--- src/sv/msm_pkg.sv ---
// shared types and field widths of the multibuffer slot manager
package msm_pkg;

	localparam int MODE_W     = 3;
	localparam int SLOT_W     = 4;
	localparam int FRAME_W    = 64;
	localparam int RSLOT_W    = 3;
	localparam int REFO_W     = 16;
	localparam int FREE_W     = 4;
	localparam int CNT_W      = 32;
	localparam int BCNT_W     = 4;
	localparam logic [BCNT_W-1:0] BCNT_RESET = 4'd3;

	typedef enum logic [MODE_W-1:0] {
		MODE_ACQ_BACK  = 3'd0,
		MODE_PUBLISH   = 3'd1,
		MODE_ACQ_FRONT = 3'd2,
		MODE_ACQ_PREV  = 3'd3,
		MODE_RELEASE   = 3'd4,
		MODE_QUERY     = 3'd5
	} mode_t;

	typedef enum logic [2:0] {
		ST_IDLE,
		ST_DRAIN,
		ST_PLAN,
		ST_RD,
		ST_WR,
		ST_COUNT,
		ST_FIN
	} state_t;

endpackage

--- src/sv/msm_cmd_if.sv ---
// command channel of the slot manager
interface msm_cmd_if;
	import msm_pkg::*;

	logic               valid;
	logic               ready;
	logic [MODE_W-1:0]  mode;
	logic [SLOT_W-1:0]  slot;
	logic [FRAME_W-1:0] frame_index;

	modport source (output valid, mode, slot, frame_index, input ready);
	modport sink (input valid, mode, slot, frame_index, output ready);

endinterface

--- src/sv/msm_rsp_if.sv ---
// result channel of the slot manager
interface msm_rsp_if;
	import msm_pkg::*;

	logic               valid;
	logic               ready;
	logic [RSLOT_W-1:0] result_slot;
	logic               result_valid;
	logic [REFO_W-1:0]  slot_ref_count;
	logic [FREE_W-1:0]  free_slots;
	logic [CNT_W-1:0]   skip_total;
	logic [CNT_W-1:0]   stall_total;
	logic [FRAME_W-1:0] frame_age;

	modport source (output valid, result_slot, result_valid, slot_ref_count, free_slots,
		skip_total, stall_total, frame_age, input ready);
	modport sink (input valid, result_slot, result_valid, slot_ref_count, free_slots,
		skip_total, stall_total, frame_age, output ready);

endinterface

--- src/sv/msm_slot_mem.sv ---
// per-slot state memory, one write and one registered read port, zero until written
module msm_slot_mem #(
	parameter int DEPTH = 8,
	parameter int WIDTH = 81,
	parameter int AW    = 3
) (
	input  logic             clk,
	input  logic             arst_n,
	input  logic             we,
	input  logic [AW-1:0]    waddr,
	input  logic [WIDTH-1:0] wdata,
	input  logic             re,
	input  logic [AW-1:0]    raddr,
	output logic [WIDTH-1:0] rdata
);

	logic [WIDTH-1:0] mem [DEPTH];
	logic [DEPTH-1:0] valid_q;
	logic [WIDTH-1:0] rdata_q;

	always_ff @(posedge clk) begin
		if (we) begin
			mem[waddr] <= wdata;
		end
		if (re) begin
			rdata_q <= valid_q[raddr] ? mem[raddr] : '0;
		end
	end

	// entries read as zero until their first write
	always_ff @(posedge clk or negedge arst_n) begin
		if (!arst_n) begin
			valid_q <= '0;
		end else if (we) begin
			valid_q[waddr] <= 1'b1;
		end
	end

	assign rdata = rdata_q;

endmodule

--- src/sv/multibuffer_slot_manager_top.sv ---
// slot manager for a pool of frame buffers shared by one producer and one consumer
//
//   channel   | dir | handshake        | payload
//   ----------+-----+------------------+------------------------------------------------
//   cmd       | in  | valid / ready    | mode, slot, frame_index
//   rsp       | out | valid / ready    | result_slot, result_valid, slot_ref_count,
//             |     |                  | free_slots, skip_total, stall_total, frame_age
//   cfg       | in  | cfg_we           | cfg_wdata (buffer_count)
//
// one command at a time; each walk reads entries 0..n-1 via the registered read port, n
// being the clamped buffer count. acquire back with n above one runs a drain walk, a
// read-modify-write and a free-count walk; other cases skip the drain walk, and one
// that touches no entry skips the read-modify-write too. the result sits in an output
// register, so the next command is taken while it waits. reset clears the slot memory at
// once via per-entry valid bits, no clearing pass; a stalled rsp holds only the final step.
module multibuffer_slot_manager_top #(
	parameter int MAX_SLOTS = 8,
	parameter int REF_BITS  = 16
) (
	input  logic                        clk,
	input  logic                        arst_n,
	msm_cmd_if.sink                     cmd,
	msm_rsp_if.source                   rsp,
	input  logic                        cfg_we,
	input  logic [msm_pkg::BCNT_W-1:0]  cfg_wdata
);
	import msm_pkg::*;

	localparam int AW = (MAX_SLOTS > 1) ? $clog2(MAX_SLOTS) : 1;
	localparam int NW = $clog2(MAX_SLOTS + 1);
	localparam int CW = (NW > SLOT_W) ? NW : SLOT_W;

	typedef struct packed {
		logic                reclaim;
		logic [REF_BITS-1:0] refs;
		logic [FRAME_W-1:0]  frame;
	} ent_t;

	localparam int ENT_W = $bits(ent_t);

	state_t state_q, state_d;

	logic [BCNT_W-1:0]  bc_q;
	mode_t              mode_q;
	logic [SLOT_W-1:0]  slot_q;
	logic [FRAME_W-1:0] frame_q;
	logic [NW-1:0]      n_q;
	logic [NW-1:0]      n_in;

	logic [SLOT_W-1:0]  front_q, prev_q, back_q;
	logic               front_v_q, prev_v_q, back_v_q;
	logic [FRAME_W-1:0] pub_q, cons_q, age_q;
	logic [CNT_W-1:0]   skip_q, stall_q;

	logic               found_q, back_z_q;
	logic [AW-1:0]      first_q;
	logic               ok_q;
	logic [AW-1:0]      tgt_q;
	logic [REF_BITS-1:0] refs_out_q;
	logic [NW-1:0]      free_cnt_q;

	logic [NW-1:0]      idx_q;
	logic               pend_s1;
	logic [AW-1:0]      pidx_s1;

	logic               rsp_valid_q;
	logic [RSLOT_W-1:0] rsp_slot_q;
	logic               rsp_ok_q;
	logic [REFO_W-1:0]  rsp_refs_q;
	logic [FREE_W-1:0]  rsp_free_q;
	logic [CNT_W-1:0]   rsp_skip_q, rsp_stall_q;
	logic [FRAME_W-1:0] rsp_age_q;

	logic               mem_we, mem_re;
	logic [AW-1:0]      mem_waddr, mem_raddr;
	ent_t               mem_wdata;
	logic [ENT_W-1:0]   mem_rdata;
	ent_t               ent_r;

	logic               scan_issue, scan_done;
	logic               front_hit_p, back_hit_p, refs0_p, drain_p, free_drain_p, free_cnt_p;
	logic               slot_in, front_in, prev_in, n_one, skip_inc;
	logic [SLOT_W-1:0]  psel;
	logic               plan_ok, plan_has;
	logic [AW-1:0]      plan_tgt;
	logic [REF_BITS-1:0] refs_new;
	logic               wr_we;
	ent_t               wr_ent;
	logic [FRAME_W:0]   age_diff;
	logic [REF_BITS+REFO_W-1:0] refs_wide;
	logic               out_load;

	msm_slot_mem #(
		.DEPTH (MAX_SLOTS),
		.WIDTH (ENT_W),
		.AW    (AW)
	) u_mem (
		.clk    (clk),
		.arst_n (arst_n),
		.we     (mem_we),
		.waddr  (mem_waddr),
		.wdata  (mem_wdata),
		.re     (mem_re),
		.raddr  (mem_raddr),
		.rdata  (mem_rdata)
	);

	assign ent_r = ent_t'(mem_rdata);

	// clamp the buffer count to 1..MAX_SLOTS
	always_comb begin
		if (bc_q == '0) begin
			n_in = NW'(1);
		end else if (CW'(bc_q) > CW'(MAX_SLOTS)) begin
			n_in = NW'(MAX_SLOTS);
		end else begin
			n_in = NW'(bc_q);
		end
	end

	assign scan_issue = ((state_q == ST_DRAIN) || (state_q == ST_COUNT)) && (idx_q < n_q);
	assign scan_done  = !scan_issue && !pend_s1;

	// classification of the entry returned by the walk
	assign front_hit_p  = front_v_q && (front_q == SLOT_W'(pidx_s1));
	assign back_hit_p   = back_v_q && (back_q == SLOT_W'(pidx_s1));
	assign refs0_p      = (ent_r.refs == '0);
	assign drain_p      = ent_r.reclaim && !front_hit_p && refs0_p;
	assign free_drain_p = !(ent_r.reclaim && !drain_p) && !front_hit_p && !back_hit_p && refs0_p;
	assign free_cnt_p   = !ent_r.reclaim && !front_hit_p && !back_hit_p && refs0_p;

	assign slot_in  = CW'(slot_q) < CW'(n_q);
	assign front_in = front_v_q && (CW'(front_q) < CW'(n_q));
	assign psel     = prev_v_q ? prev_q : front_q;
	assign prev_in  = (prev_v_q || front_v_q) && (CW'(psel) < CW'(n_q));
	assign n_one    = (n_q == NW'(1));
	assign skip_inc = (mode_q == MODE_ACQ_BACK) && !n_one && !found_q;

	always_comb begin
		plan_ok  = 1'b0;
		plan_has = 1'b0;
		plan_tgt = AW'(slot_q);
		case (mode_q)
			MODE_ACQ_BACK: begin
				if (n_one) begin
					plan_ok  = 1'b1;
					plan_tgt = '0;
				end else if (found_q) begin
					plan_ok  = 1'b1;
					plan_tgt = first_q;
				end else if (back_v_q && back_z_q) begin
					// back_z_q is only set when the back slot lies below n
					plan_ok  = 1'b1;
					plan_tgt = AW'(back_q);
				end
				plan_has = plan_ok;
			end
			MODE_ACQ_FRONT: begin
				plan_ok  = front_in;
				plan_has = front_in;
				plan_tgt = AW'(front_q);
			end
			MODE_ACQ_PREV: begin
				plan_ok  = prev_in;
				plan_has = prev_in;
				plan_tgt = AW'(psel);
			end
			default: begin
				plan_has = slot_in;
			end
		endcase
	end

	// modify step on the target entry
	always_comb begin
		wr_ent   = ent_r;
		wr_we    = 1'b0;
		refs_new = ent_r.refs;
		case (mode_q)
			MODE_ACQ_BACK: begin
				wr_ent.reclaim = 1'b0;
				wr_ent.frame   = frame_q;
				wr_we          = 1'b1;
			end
			MODE_ACQ_FRONT, MODE_ACQ_PREV: begin
				if (ent_r.refs != '1) begin
					refs_new = ent_r.refs + REF_BITS'(1);
				end
				wr_ent.refs = refs_new;
				wr_we       = 1'b1;
			end
			MODE_RELEASE: begin
				if (ent_r.refs != '0) begin
					refs_new    = ent_r.refs - REF_BITS'(1);
					wr_ent.refs = refs_new;
					if (refs_new == '0 && !(front_v_q && front_q == slot_q)) begin
						wr_ent.reclaim = 1'b1;
					end
					wr_we = 1'b1;
				end
			end
			default: begin
				wr_we = 1'b0;
			end
		endcase
	end

	assign age_diff  = {1'b0, frame_q} - {1'b0, ent_r.frame};
	assign refs_wide = {REFO_W'(0), refs_out_q};

	always_comb begin
		mem_re    = scan_issue || (state_q == ST_RD);
		mem_raddr = (state_q == ST_RD) ? tgt_q : idx_q[AW-1:0];
		if (state_q == ST_WR) begin
			mem_we    = wr_we;
			mem_waddr = tgt_q;
			mem_wdata = wr_ent;
		end else begin
			mem_we    = (state_q == ST_DRAIN) && pend_s1 && drain_p;
			mem_waddr = pidx_s1;
			mem_wdata = ent_r;
			mem_wdata.reclaim = 1'b0;
		end
	end

	assign out_load = (state_q == ST_FIN) && (!rsp_valid_q || rsp.ready);

	always_comb begin
		state_d = state_q;
		case (state_q)
			ST_IDLE: begin
				if (cmd.valid) begin
					if (mode_t'(cmd.mode) == MODE_ACQ_BACK && n_in != NW'(1)) begin
						state_d = ST_DRAIN;
					end else begin
						state_d = ST_PLAN;
					end
				end
			end
			ST_DRAIN: begin
				if (scan_done) begin
					state_d = ST_PLAN;
				end
			end
			ST_PLAN: begin
				state_d = plan_has ? ST_RD : ST_COUNT;
			end
			ST_RD: begin
				state_d = ST_WR;
			end
			ST_WR: begin
				state_d = ST_COUNT;
			end
			ST_COUNT: begin
				if (scan_done) begin
					state_d = ST_FIN;
				end
			end
			ST_FIN: begin
				if (out_load) begin
					state_d = ST_IDLE;
				end
			end
			default: begin
				state_d = ST_IDLE;
			end
		endcase
	end

	always_ff @(posedge clk or negedge arst_n) begin
		if (!arst_n) begin
			state_q <= ST_IDLE;
		end else begin
			state_q <= state_d;
		end
	end

	always_ff @(posedge clk or negedge arst_n) begin
		if (!arst_n) begin
			bc_q <= BCNT_RESET;
		end else if (cfg_we) begin
			bc_q <= cfg_wdata;
		end
	end

	// command beat and walk bookkeeping
	always_ff @(posedge clk) begin
		pend_s1 <= scan_issue;
		pidx_s1 <= idx_q[AW-1:0];
		if (scan_issue) begin
			idx_q <= idx_q + NW'(1);
		end
		case (state_q)
			ST_IDLE: begin
				mode_q     <= mode_t'(cmd.mode);
				slot_q     <= cmd.slot;
				frame_q    <= cmd.frame_index;
				n_q        <= n_in;
				idx_q      <= '0;
				found_q    <= 1'b0;
				back_z_q   <= 1'b0;
			end
			ST_DRAIN: begin
				if (pend_s1) begin
					if (free_drain_p && !found_q) begin
						found_q <= 1'b1;
						first_q <= pidx_s1;
					end
					if (back_hit_p) begin
						back_z_q <= refs0_p;
					end
				end
			end
			ST_PLAN: begin
				ok_q       <= plan_ok;
				tgt_q      <= plan_tgt;
				refs_out_q <= '0;
				idx_q      <= '0;
				free_cnt_q <= '0;
			end
			ST_WR: begin
				refs_out_q <= refs_new;
			end
			ST_COUNT: begin
				if (pend_s1 && free_cnt_p) begin
					free_cnt_q <= free_cnt_q + NW'(1);
				end
			end
			default: begin
			end
		endcase
	end

	// buffer roles, sequences and counters
	always_ff @(posedge clk or negedge arst_n) begin
		if (!arst_n) begin
			front_q   <= '0;
			front_v_q <= 1'b0;
			prev_q    <= '0;
			prev_v_q  <= 1'b0;
			back_q    <= '0;
			back_v_q  <= 1'b0;
			pub_q     <= '0;
			cons_q    <= '0;
			skip_q    <= '0;
			stall_q   <= '0;
			age_q     <= '0;
		end else if (state_q == ST_PLAN) begin
			if (skip_inc && skip_q != '1) begin
				skip_q <= skip_q + CNT_W'(1);
			end
			case (mode_q)
				MODE_ACQ_BACK: begin
					if (plan_ok) begin
						back_q   <= SLOT_W'(plan_tgt);
						back_v_q <= 1'b1;
					end
				end
				MODE_PUBLISH: begin
					if (slot_in) begin
						prev_q    <= front_q;
						prev_v_q  <= front_v_q;
						front_q   <= slot_q;
						front_v_q <= 1'b1;
						pub_q     <= pub_q + FRAME_W'(1);
						if (back_v_q && back_q == slot_q) begin
							back_v_q <= 1'b0;
						end
					end
				end
				MODE_ACQ_FRONT: begin
					if (plan_ok) begin
						if (pub_q == cons_q && stall_q != '1) begin
							stall_q <= stall_q + CNT_W'(1);
						end
						cons_q <= pub_q;
					end
				end
				MODE_ACQ_PREV: begin
					if (plan_ok) begin
						cons_q <= pub_q;
					end
				end
				default: begin
				end
			endcase
		end else if (state_q == ST_WR) begin
			if (mode_q == MODE_ACQ_FRONT || mode_q == MODE_ACQ_PREV) begin
				// age floors at zero when the stored frame is newer
				age_q <= age_diff[FRAME_W] ? '0 : age_diff[FRAME_W-1:0];
			end
		end
	end

	always_ff @(posedge clk or negedge arst_n) begin
		if (!arst_n) begin
			rsp_valid_q <= 1'b0;
		end else if (out_load) begin
			rsp_valid_q <= 1'b1;
		end else if (rsp.ready) begin
			rsp_valid_q <= 1'b0;
		end
	end

	always_ff @(posedge clk) begin
		if (out_load) begin
			rsp_slot_q  <= ok_q ? RSLOT_W'(tgt_q) : '0;
			rsp_ok_q    <= ok_q;
			rsp_refs_q  <= refs_wide[REFO_W-1:0];
			rsp_free_q  <= FREE_W'(free_cnt_q);
			rsp_skip_q  <= skip_q;
			rsp_stall_q <= stall_q;
			rsp_age_q   <= age_q;
		end
	end

	assign cmd.ready          = (state_q == ST_IDLE);
	assign rsp.valid          = rsp_valid_q;
	assign rsp.result_slot    = rsp_slot_q;
	assign rsp.result_valid   = rsp_ok_q;
	assign rsp.slot_ref_count = rsp_refs_q;
	assign rsp.free_slots     = rsp_free_q;
	assign rsp.skip_total     = rsp_skip_q;
	assign rsp.stall_total    = rsp_stall_q;
	assign rsp.frame_age      = rsp_age_q;

endmodule
--- src/flat_wrapper.sv ---
// flat-port wrapper written by rule: the top's interface ports become plain ports
module multibuffer_slot_manager_top_flat import msm_pkg::*;
#(
	parameter int MAX_SLOTS = 8,
	parameter int REF_BITS  = 16
)
  (clk, arst_n, cfg_we, cfg_wdata, cmd_valid, cmd_mode, cmd_slot, cmd_frame_index, cmd_ready, rsp_valid, rsp_result_slot, rsp_result_valid, rsp_slot_ref_count, rsp_free_slots, rsp_skip_total, rsp_stall_total, rsp_frame_age, rsp_ready);
  msm_cmd_if cmd_i ();
  msm_rsp_if rsp_i ();
  input  logic clk;
  input  logic arst_n;
  input  logic cfg_we;
  input  logic [msm_pkg::BCNT_W-1:0] cfg_wdata;
  input wire logic [$bits(cmd_i.valid)-1:0] cmd_valid;
  input wire logic [$bits(cmd_i.mode)-1:0] cmd_mode;
  input wire logic [$bits(cmd_i.slot)-1:0] cmd_slot;
  input wire logic [$bits(cmd_i.frame_index)-1:0] cmd_frame_index;
  output wire logic [$bits(cmd_i.ready)-1:0] cmd_ready;
  output wire logic [$bits(rsp_i.valid)-1:0] rsp_valid;
  output wire logic [$bits(rsp_i.result_slot)-1:0] rsp_result_slot;
  output wire logic [$bits(rsp_i.result_valid)-1:0] rsp_result_valid;
  output wire logic [$bits(rsp_i.slot_ref_count)-1:0] rsp_slot_ref_count;
  output wire logic [$bits(rsp_i.free_slots)-1:0] rsp_free_slots;
  output wire logic [$bits(rsp_i.skip_total)-1:0] rsp_skip_total;
  output wire logic [$bits(rsp_i.stall_total)-1:0] rsp_stall_total;
  output wire logic [$bits(rsp_i.frame_age)-1:0] rsp_frame_age;
  input wire logic [$bits(rsp_i.ready)-1:0] rsp_ready;
  assign cmd_i.valid = cmd_valid;
  assign cmd_i.mode = cmd_mode;
  assign cmd_i.slot = cmd_slot;
  assign cmd_i.frame_index = cmd_frame_index;
  assign cmd_ready = cmd_i.ready;
  assign rsp_valid = rsp_i.valid;
  assign rsp_result_slot = rsp_i.result_slot;
  assign rsp_result_valid = rsp_i.result_valid;
  assign rsp_slot_ref_count = rsp_i.slot_ref_count;
  assign rsp_free_slots = rsp_i.free_slots;
  assign rsp_skip_total = rsp_i.skip_total;
  assign rsp_stall_total = rsp_i.stall_total;
  assign rsp_frame_age = rsp_i.frame_age;
  assign rsp_i.ready = rsp_ready;
  multibuffer_slot_manager_top #(.MAX_SLOTS(MAX_SLOTS), .REF_BITS(REF_BITS)) u_core (.clk(clk), .arst_n(arst_n), .cmd(cmd_i), .rsp(rsp_i), .cfg_we(cfg_we), .cfg_wdata(cfg_wdata));
endmodule
--- config.mk ---
export PLATFORM = sky130hd
export DESIGN_NAME = multibuffer_slot_manager_top_flat
export DESIGN_NICKNAME = d
export VERILOG_FILES = /design/src/sv/msm_pkg.sv /design/src/sv/msm_cmd_if.sv /design/src/sv/msm_rsp_if.sv /design/src/sv/msm_slot_mem.sv /design/src/sv/multibuffer_slot_manager_top.sv /design/src/flat_wrapper.sv
export SDC_FILE = /design/constraint.sdc
export NUM_CORES = 2
export LEC_CHECK = 0
export ABC_AREA = 0
export CAP_MARGIN = 20
export CORE_UTILIZATION = 55
export DETAILED_ROUTE_END_ITERATION = 8
export DONT_BUFFER_PORTS = 1
export PLACE_DENSITY = 0.7
export SETUP_SLACK_MARGIN = 0.3
export SLEW_MARGIN = 20
export SYNTH_ARGS = -nofsm -noshare
export SYNTH_HDL_FRONTEND = slang
export SYNTH_SLANG_ARGS = --single-unit
--- constraint.sdc ---
create_clock -name clk -period 24.7 [get_ports clk]
set_input_delay 1.235 -clock clk [delete_from_list [all_inputs] [get_ports clk]]
set_output_delay 1.235 -clock clk [all_outputs]
set_load 0.01 [all_outputs]
**Word-level counts from Yosys, hierarchy flattened**

Memories as Yosys holds them, arrays and structs flattened. A register that Yosys moved wholly into a read port is not among the register bits.
Cells that the tools add are included.
W data, S select, Z words.

- Register bits: 550
- Bits in writable memories: 648
- Input bits: 80
- Memories: 1

Memories:

| name | words | width | read ports | clocked after Yosys merged registers in | wr ports | RTL line | RTL |
|---|---|---|---|---|---|---|---|
| u_core.u_mem.mem | 8 | 81 | 1 | 1 | 1 | msm_slot_mem.sv:17 | `logic [WIDTH-1:0] mem [DEPTH];` |

- $add $sub $neg: 8
- Magnitude comparators: 8
- Equal/unequal tests: 31
- Mux-type cells: 55
- Bitwise logic cells: 2
- Reduce and logical (&&, ||, !) cells: 74

Operators with widths:

| cell | number |
|---|---|
| $mux W64 | 2 |
| $pmux W16 S2 | 3 |
| $mux W81 | 1 |
| $sub A64 B64 Y65 | 1 |
| $add A32 B1 Y32 const B | 2 |
| $add A64 B1 Y64 const B | 1 |
| $eq A64 B64 Y1 | 1 |
| $ne A32 B32 Y1 const B | 2 |
| $logic_not A16 Y1 | 2 |
| $mux W16 | 2 |
| $logic_and A1 B1 Y1 | 30 |
| $mux W3 | 10 |
| $pmux W3 S7 | 1 |
| $reduce_and A3 Y1 | 7 |
| $mux W1 | 19 |
| $mux W17 | 1 |
| $add A16 B1 Y16 const B | 1 |
| $lt A4 B4 Y1 | 4 |
| $mux W4 | 4 |
| $ne A16 B16 Y1 const B | 1 |
| $ne A2 B1 Y1 const B | 8 |
| $reduce_bool A16 Y1 | 1 |
| $sub A16 B1 Y16 const B | 1 |
| $eq A3 B2 Y1 const B | 4 |
| other kinds (32) | 69 |

**Longest topological paths before layout**

- Depth after elaboration: 15
- Mapped depth: 15
- Depth with buffers taken out: 14

**Modules after synthesis**

Synthesis repeated with hierarchy kept, for this count alone.

- Cell total of the unflattened synthesis: 3,510
- Area, all modules: 54,353.4 sq um

Modules (own cells, without submodules):

| module | instances | cells an instance | area each (sq um) | seq. area each (sq um) |
|---|---|---|---|---|
| msm_slot_mem | 1 | 1,138 | 27,480.1 | 22,091.2 |
| multibuffer_slot_manager_top | 1 | 2,372 | 26,873.3 | 14,806.7 |

**Worst setup path before layout**

OpenSTA, ideal clock, no wires.

- Kind: input to register
- Start point: input rsp_ready
- End point: register u_core.rsp_age_q[0] (netlist: u_core.rsp.frame_age[0]) (enable)
- Setup time: 0.881 ns
- Data arrival time: 12.351 ns
- Required time: 23.819 ns
- Slack: 11.468 ns
- Stages: 2
- Cells stage by stage: nand2b_1 -> nor3b_1

- Longest elaborated chain between the ends: 2

RTL lines:

| element | RTL line | RTL |
|---|---|---|
| start: declaration | flat_wrapper.sv:27 | `input wire logic [$bits(rsp_i.ready)-1:0] rsp_ready;` |
| $logic_or A1 B1 Y1 | multibuffer_slot_manager_top.sv:226 | `assign out_load = (state_q == ST_FIN) && (!rsp_valid_q \|\| rsp.ready);` |
| $logic_and A1 B1 Y1 | multibuffer_slot_manager_top.sv:226 |  |
| named net u_core.out_load | multibuffer_slot_manager_top.sv:91 | `logic out_load;` |
| end signal: assignment | multibuffer_slot_manager_top.sv:413 | `rsp_age_q <= age_q;` |
| end: declaration | multibuffer_slot_manager_top.sv:72 | `logic [FRAME_W-1:0] rsp_age_q;` |

The timed path passes the listed nets, and every way through them passes these cells.
A chain may end at the register's enable or synchronous reset.

**Worst setup path in the final report**

- Start point: register u_core.state_q[0]
- End point: register u_core.u_mem.rdata_q[14] (netlist: u_core.u_mem.rdata[14]) (read register of u_core.u_mem.mem), data pin

- Longest elaborated chain between the ends: 5
- Elaborated cells between the ends (all ways): 10
- Those cells by class: eq/ne (3); mux (3); reduce/logical (4)

RTL lines:

| element | RTL line | RTL |
|---|---|---|
| start: declaration | multibuffer_slot_manager_top.sv:41 | `state_t state_q, state_d;` |
| start signal: assignment | multibuffer_slot_manager_top.sv:274 | `state_q <= state_d;` |
| $eq A3 B2 Y1 | multibuffer_slot_manager_top.sv:212, multibuffer_slot_manager_top.sv:213 |  |
| $mux W3 | multibuffer_slot_manager_top.sv:213 | `mem_raddr = (state_q == ST_RD) ? tgt_q : idx_q[AW-1:0];` |
| $bmux W1 S3 | msm_slot_mem.sv:26 | `rdata_q <= valid_q[raddr] ? mem[raddr] : '0;` |
| $mux W1 (not written as such) | msm_slot_mem.sv:26 |  |
| $logic_not A1 Y1 (no source line) | -- |  |
| end: declaration | msm_slot_mem.sv:19 | `logic [WIDTH-1:0] rdata_q;` |

Parallel ways exist; a longest one is shown, timed or not. The select of a mux whose other input is x is not followed.

==> run metrics <==
number of flops mapped to enable cells by yosys=985; CTS tree=built; most frequent cells in the layout=edfxtp_1 (985), nand2_1 (844), dfrtp_1 (284), nand3_1 (241), nor2_1 (196); multi-input logic area=~17,000 um^2; die boundary width=between 300 and 400 um; GR Layer Usage met1=~36%; Async SR Flop Fraction=~22%; Max Fclk=191 MHz; Worst-Margin Slew=~1.1 ns; detailed-router iteration count before antenna repair=6; Synth Area per Inst=12.6 um^2; RSZ-0062 raised after global routing=false; max_cap viols=0; Core Box Area=~99,000 um^2; pre-CTS setup slack=around 20 ns; GRT Util Overall=25.4%; commonest non-fill, non-tap cell in the layout=edfxtp_1; CP Launch Type=flop; Unique masters post-synth=a little under 80; # Post-CTS Setup Buffers=0; Critical Path End Type=flop; post-synthesis net count=roughly 4,500; vias in the first global route=between 30,000 and 40,000; main combinational cell family by area after synthesis=simple AND/OR/NAND/NOR gates; worst clock skew=~0.035 ns; xor/xnor share of the synthesized area=~4.5%; worst path buffer plus inverter count=2; first-pass GRT wire length=between 150 and 200 mm; DRT iter0 DRCs=around 3,500; CTS buffer count=between 100 and 150; clock-pin transition on the worst setup and hold timing paths=roughly 0.060 ns; row count=between 100 and 150; Die H=roughly 320 um; Peak VDD IR=between 0.0001 and 0.00015 V; Max clock buf depth=3; leakage power=0.0231 uW; share of cells above drive strength 1=10.1%; cts hold-fix bufs=0; status=complete, no violations; register cell area after layout=around 37,000 um^2; Syn Inst Count=4,354; Seq/Total Area, Yosys=about two thirds; worst hold path class=in -> async; Fin Hold WS=about 0.19 ns; area growth from synthesis to layout=10.1%; CP Cell Sequence=nand3_1, mux2_8, buf_4, nand2_1, and3_1, a311oi_1, a31oi_4, buf_4, nor2_1; Initial Util=roughly 56%; Mapped Area=around 55,000 um^2; yosys warns=0; Crit path max-delay family=buffers and inverters; setup ws final=19.47 ns; I/O pins=234; WL final=about 130 mm; met2 usage=between 40 and 50%; Slowest cell on crit path=a31oi_4; Vias=~34,000; pwr/cell area=~130 nW/um^2; most frequent CP cell=buf_4; largest net degree at the start of global routing=approximately 290; Sink Count=about 1,300; mux contribution to synthesized area=3.28%; min Tclk post-route=between 5 and 6 ns; worst-path maximum fanout=between 100 and 150; Tcrit/Tclk final=between 20% and 30%; GRT met3 Usage=under 10%; vias per cell=between 6 and 7; crit path kind=reg -> reg; Final setup viols=0; post-synthesis simple-gate area fraction=between 10% and 20%; synthesized flop and latch total=about 1,300; Final GP Congestion=0.916; Slew headroom=26.4%; grt ovf=0; CTS root buf=clkbuf_16; H-tree depth=4; nets=between 4,000 and 5,000; adder-cell share of the synthesized area=1.98%; Worst-Skew Late Latency=between 0.7 and 0.8 ns; Fin Setup TNS=0 ns; CP arrival=roughly 5.7 ns; detailed placement HPWL=about 76 mm; Buffers on Ports=0; initial antenna violation count=8; Final Max Tran Viols=0; Post-DRT Antenna Nets=0; Final Hold Fails=0; gr busiest metal=met2; Synth Area in Compound Gates=about 7.2%; slowest stage delay, CP=~0.86 ns; DR WL/cell=between 20 and 25 um; Crit path required time=around 25 ns; post-CTS sizing=0; DRC viols=0; Filler cells=between 7,000 and 8,000; Most used DFF post-synth=edfxtp_1; die area=slightly above 100,000 um^2
per-layer routing:
| metal | up-vias | part of all wire (%) |
|---|---|---|
| met4 | 8 | 2.1 |
| met2 | 1398 | 48 |
| met5 | - | 0.037 |
| met1 | 17100 | 43 |
| met3 | 205 | 7.6 |
| li1 | 15700 | - |
worst register-to-register path, stage by stage, from the launching register on:
cell and delay, ns:
dfrtp_1 0.69, nand3_1 0.61, mux2_8 0.81, buf_4 0.53, nand2_1 0.19, and3_1 0.16
a311oi_1 0.07, a31oi_4 0.86, buf_4 0.85, nor2_1 0.17
cells by family (layout without fill, tap and decap cells):
kind of cell,Yosys count,in the layout
AO/OA/AOI/OAI,566,566
flip-flops,1279,1279
other,0,2
multiplexers,161,161
buffers and inverters,331,386
AND/OR/NAND/NOR,1649,1649
adder cells (fa/ha/maj),86,86
XOR/XNOR,282,282
where the power goes:
group	switching, uW	total [uW]	leakage (uW)	internal [uW]
Sequential	258	3250	0.0130	2990
Combinational	1710	2500	0.00799	782
Clock	824	1940	0.00209	1120
Total	2800	7680	0.0231	4890
Yosys cell counts, types with 4 or more instances:
cell type	instances	area (um^2)
o211ai_1	7	52.6
clkbuf_1	214	803
o21a_1	8	60.1
a22o_1	20	175
nor2b_1	12	75.1
dfrtp_1	284	7110
inv_1	98	368
a211oi_1	6	45.0
o31ai_1	54	405
nor4_1	33	206
o21bai_1	18	135
nand3_1	241	1210
nor3b_1	7	52.6
a211o_1	4	35.0
a311oi_1	83	727
xor2_1	117	1020
and4_1	10	87.6
buf_2	12	60.1
nand4_1	64	400
nand2b_1	16	100
edfxtp_1	985	29600
and3_1	119	744
o22ai_1	4	25.0
or2_2	16	100
nand2_1	846	3180
o21ai_0	63	315
or3_1	10	62.6
mux2_2	150	1690
a21oi_1	111	556
nor3_1	40	200
a21o_1	51	383
ha_1	85	1060
buf_1	5	18.8
mux2i_1	11	110
and2_1	18	113
nor2_1	206	773
dfxtp_1	8	160
o32ai_1	5	43.8
xnor2_1	165	1450
a31oi_1	95	594
final timing paths:
kind / slack (ns) / cells after the start / to / from
hold reg to reg: 0.42 / 0 / u_core.rsp.slot_ref_count[10]$_DFFE_PP_ / u_core.refs_out_q[10]$_SDFFCE_PN0N_
min in group clk: 0.42 / 0 / u_core.rsp.slot_ref_count[10]$_DFFE_PP_ / u_core.refs_out_q[10]$_SDFFCE_PN0N_
max in group asynchronous: 24.16 / 0 / u_core.age_q[42]$_DFFE_PN0P_ / arst_n
hold / removal: 0.19 / 0 / u_core.pub_q[9]$_DFFE_PN0P_ / arst_n
setup reg to reg: 19.47 / 9 / u_core.u_mem.rdata[14]$_SDFFCE_PN0P_ / u_core.state_q[0]$_DFFE_PN0P_
setup / recovery: 19.47 / 9 / u_core.u_mem.rdata[14]$_SDFFCE_PN0P_ / u_core.state_q[0]$_DFFE_PN0P_
metrics by stage:
stage | util, % | instance area (um^2) | total power, uW | std cells
after floorplan | - | 54800 | 4960 | 4354
after global routing | 61.3 | 60400 | 8060 | 5696
after detailed placement | 56.9 | 56100 | 5740 | 5452
after global placement | 56.9 | 56100 | 5690 | 5452
final | 61.3 | 60400 | 7680 | 5698
after CTS | 61.2 | 60400 | 7690 | 5696
area by class of cell:
class                      instances  share of cell area, %
sequential                      1279                   61.1
tap                             1287                   2.67
multi-input combinational       2744                   28.0
clock buffer                     173                   6.07
clock inverter                    71                  0.986
timing repair buffer              44                  0.589
inverter                          98                  0.609
antenna                            2                0.00829
state kept, by name, indices dropped and copies added (netlist names), 8 cells and up:
name	cells
u_core.frame_q	64
u_core.rsp.slot_ref_count	16
u_core.skip_q	32
u_core.refs_out_q	16
u_core.cons_q	64
u_core.age_q	64
u_core.u_mem.valid_q	8
u_core.stall_q	32
u_core.pub_q	64
u_core.rsp.skip_total	32
u_core.rsp.stall_total	32
u_core.u_mem.mem	648
u_core.rsp.frame_age	64
u_core.u_mem.rdata	81
(Power assumes the default switching activity.)
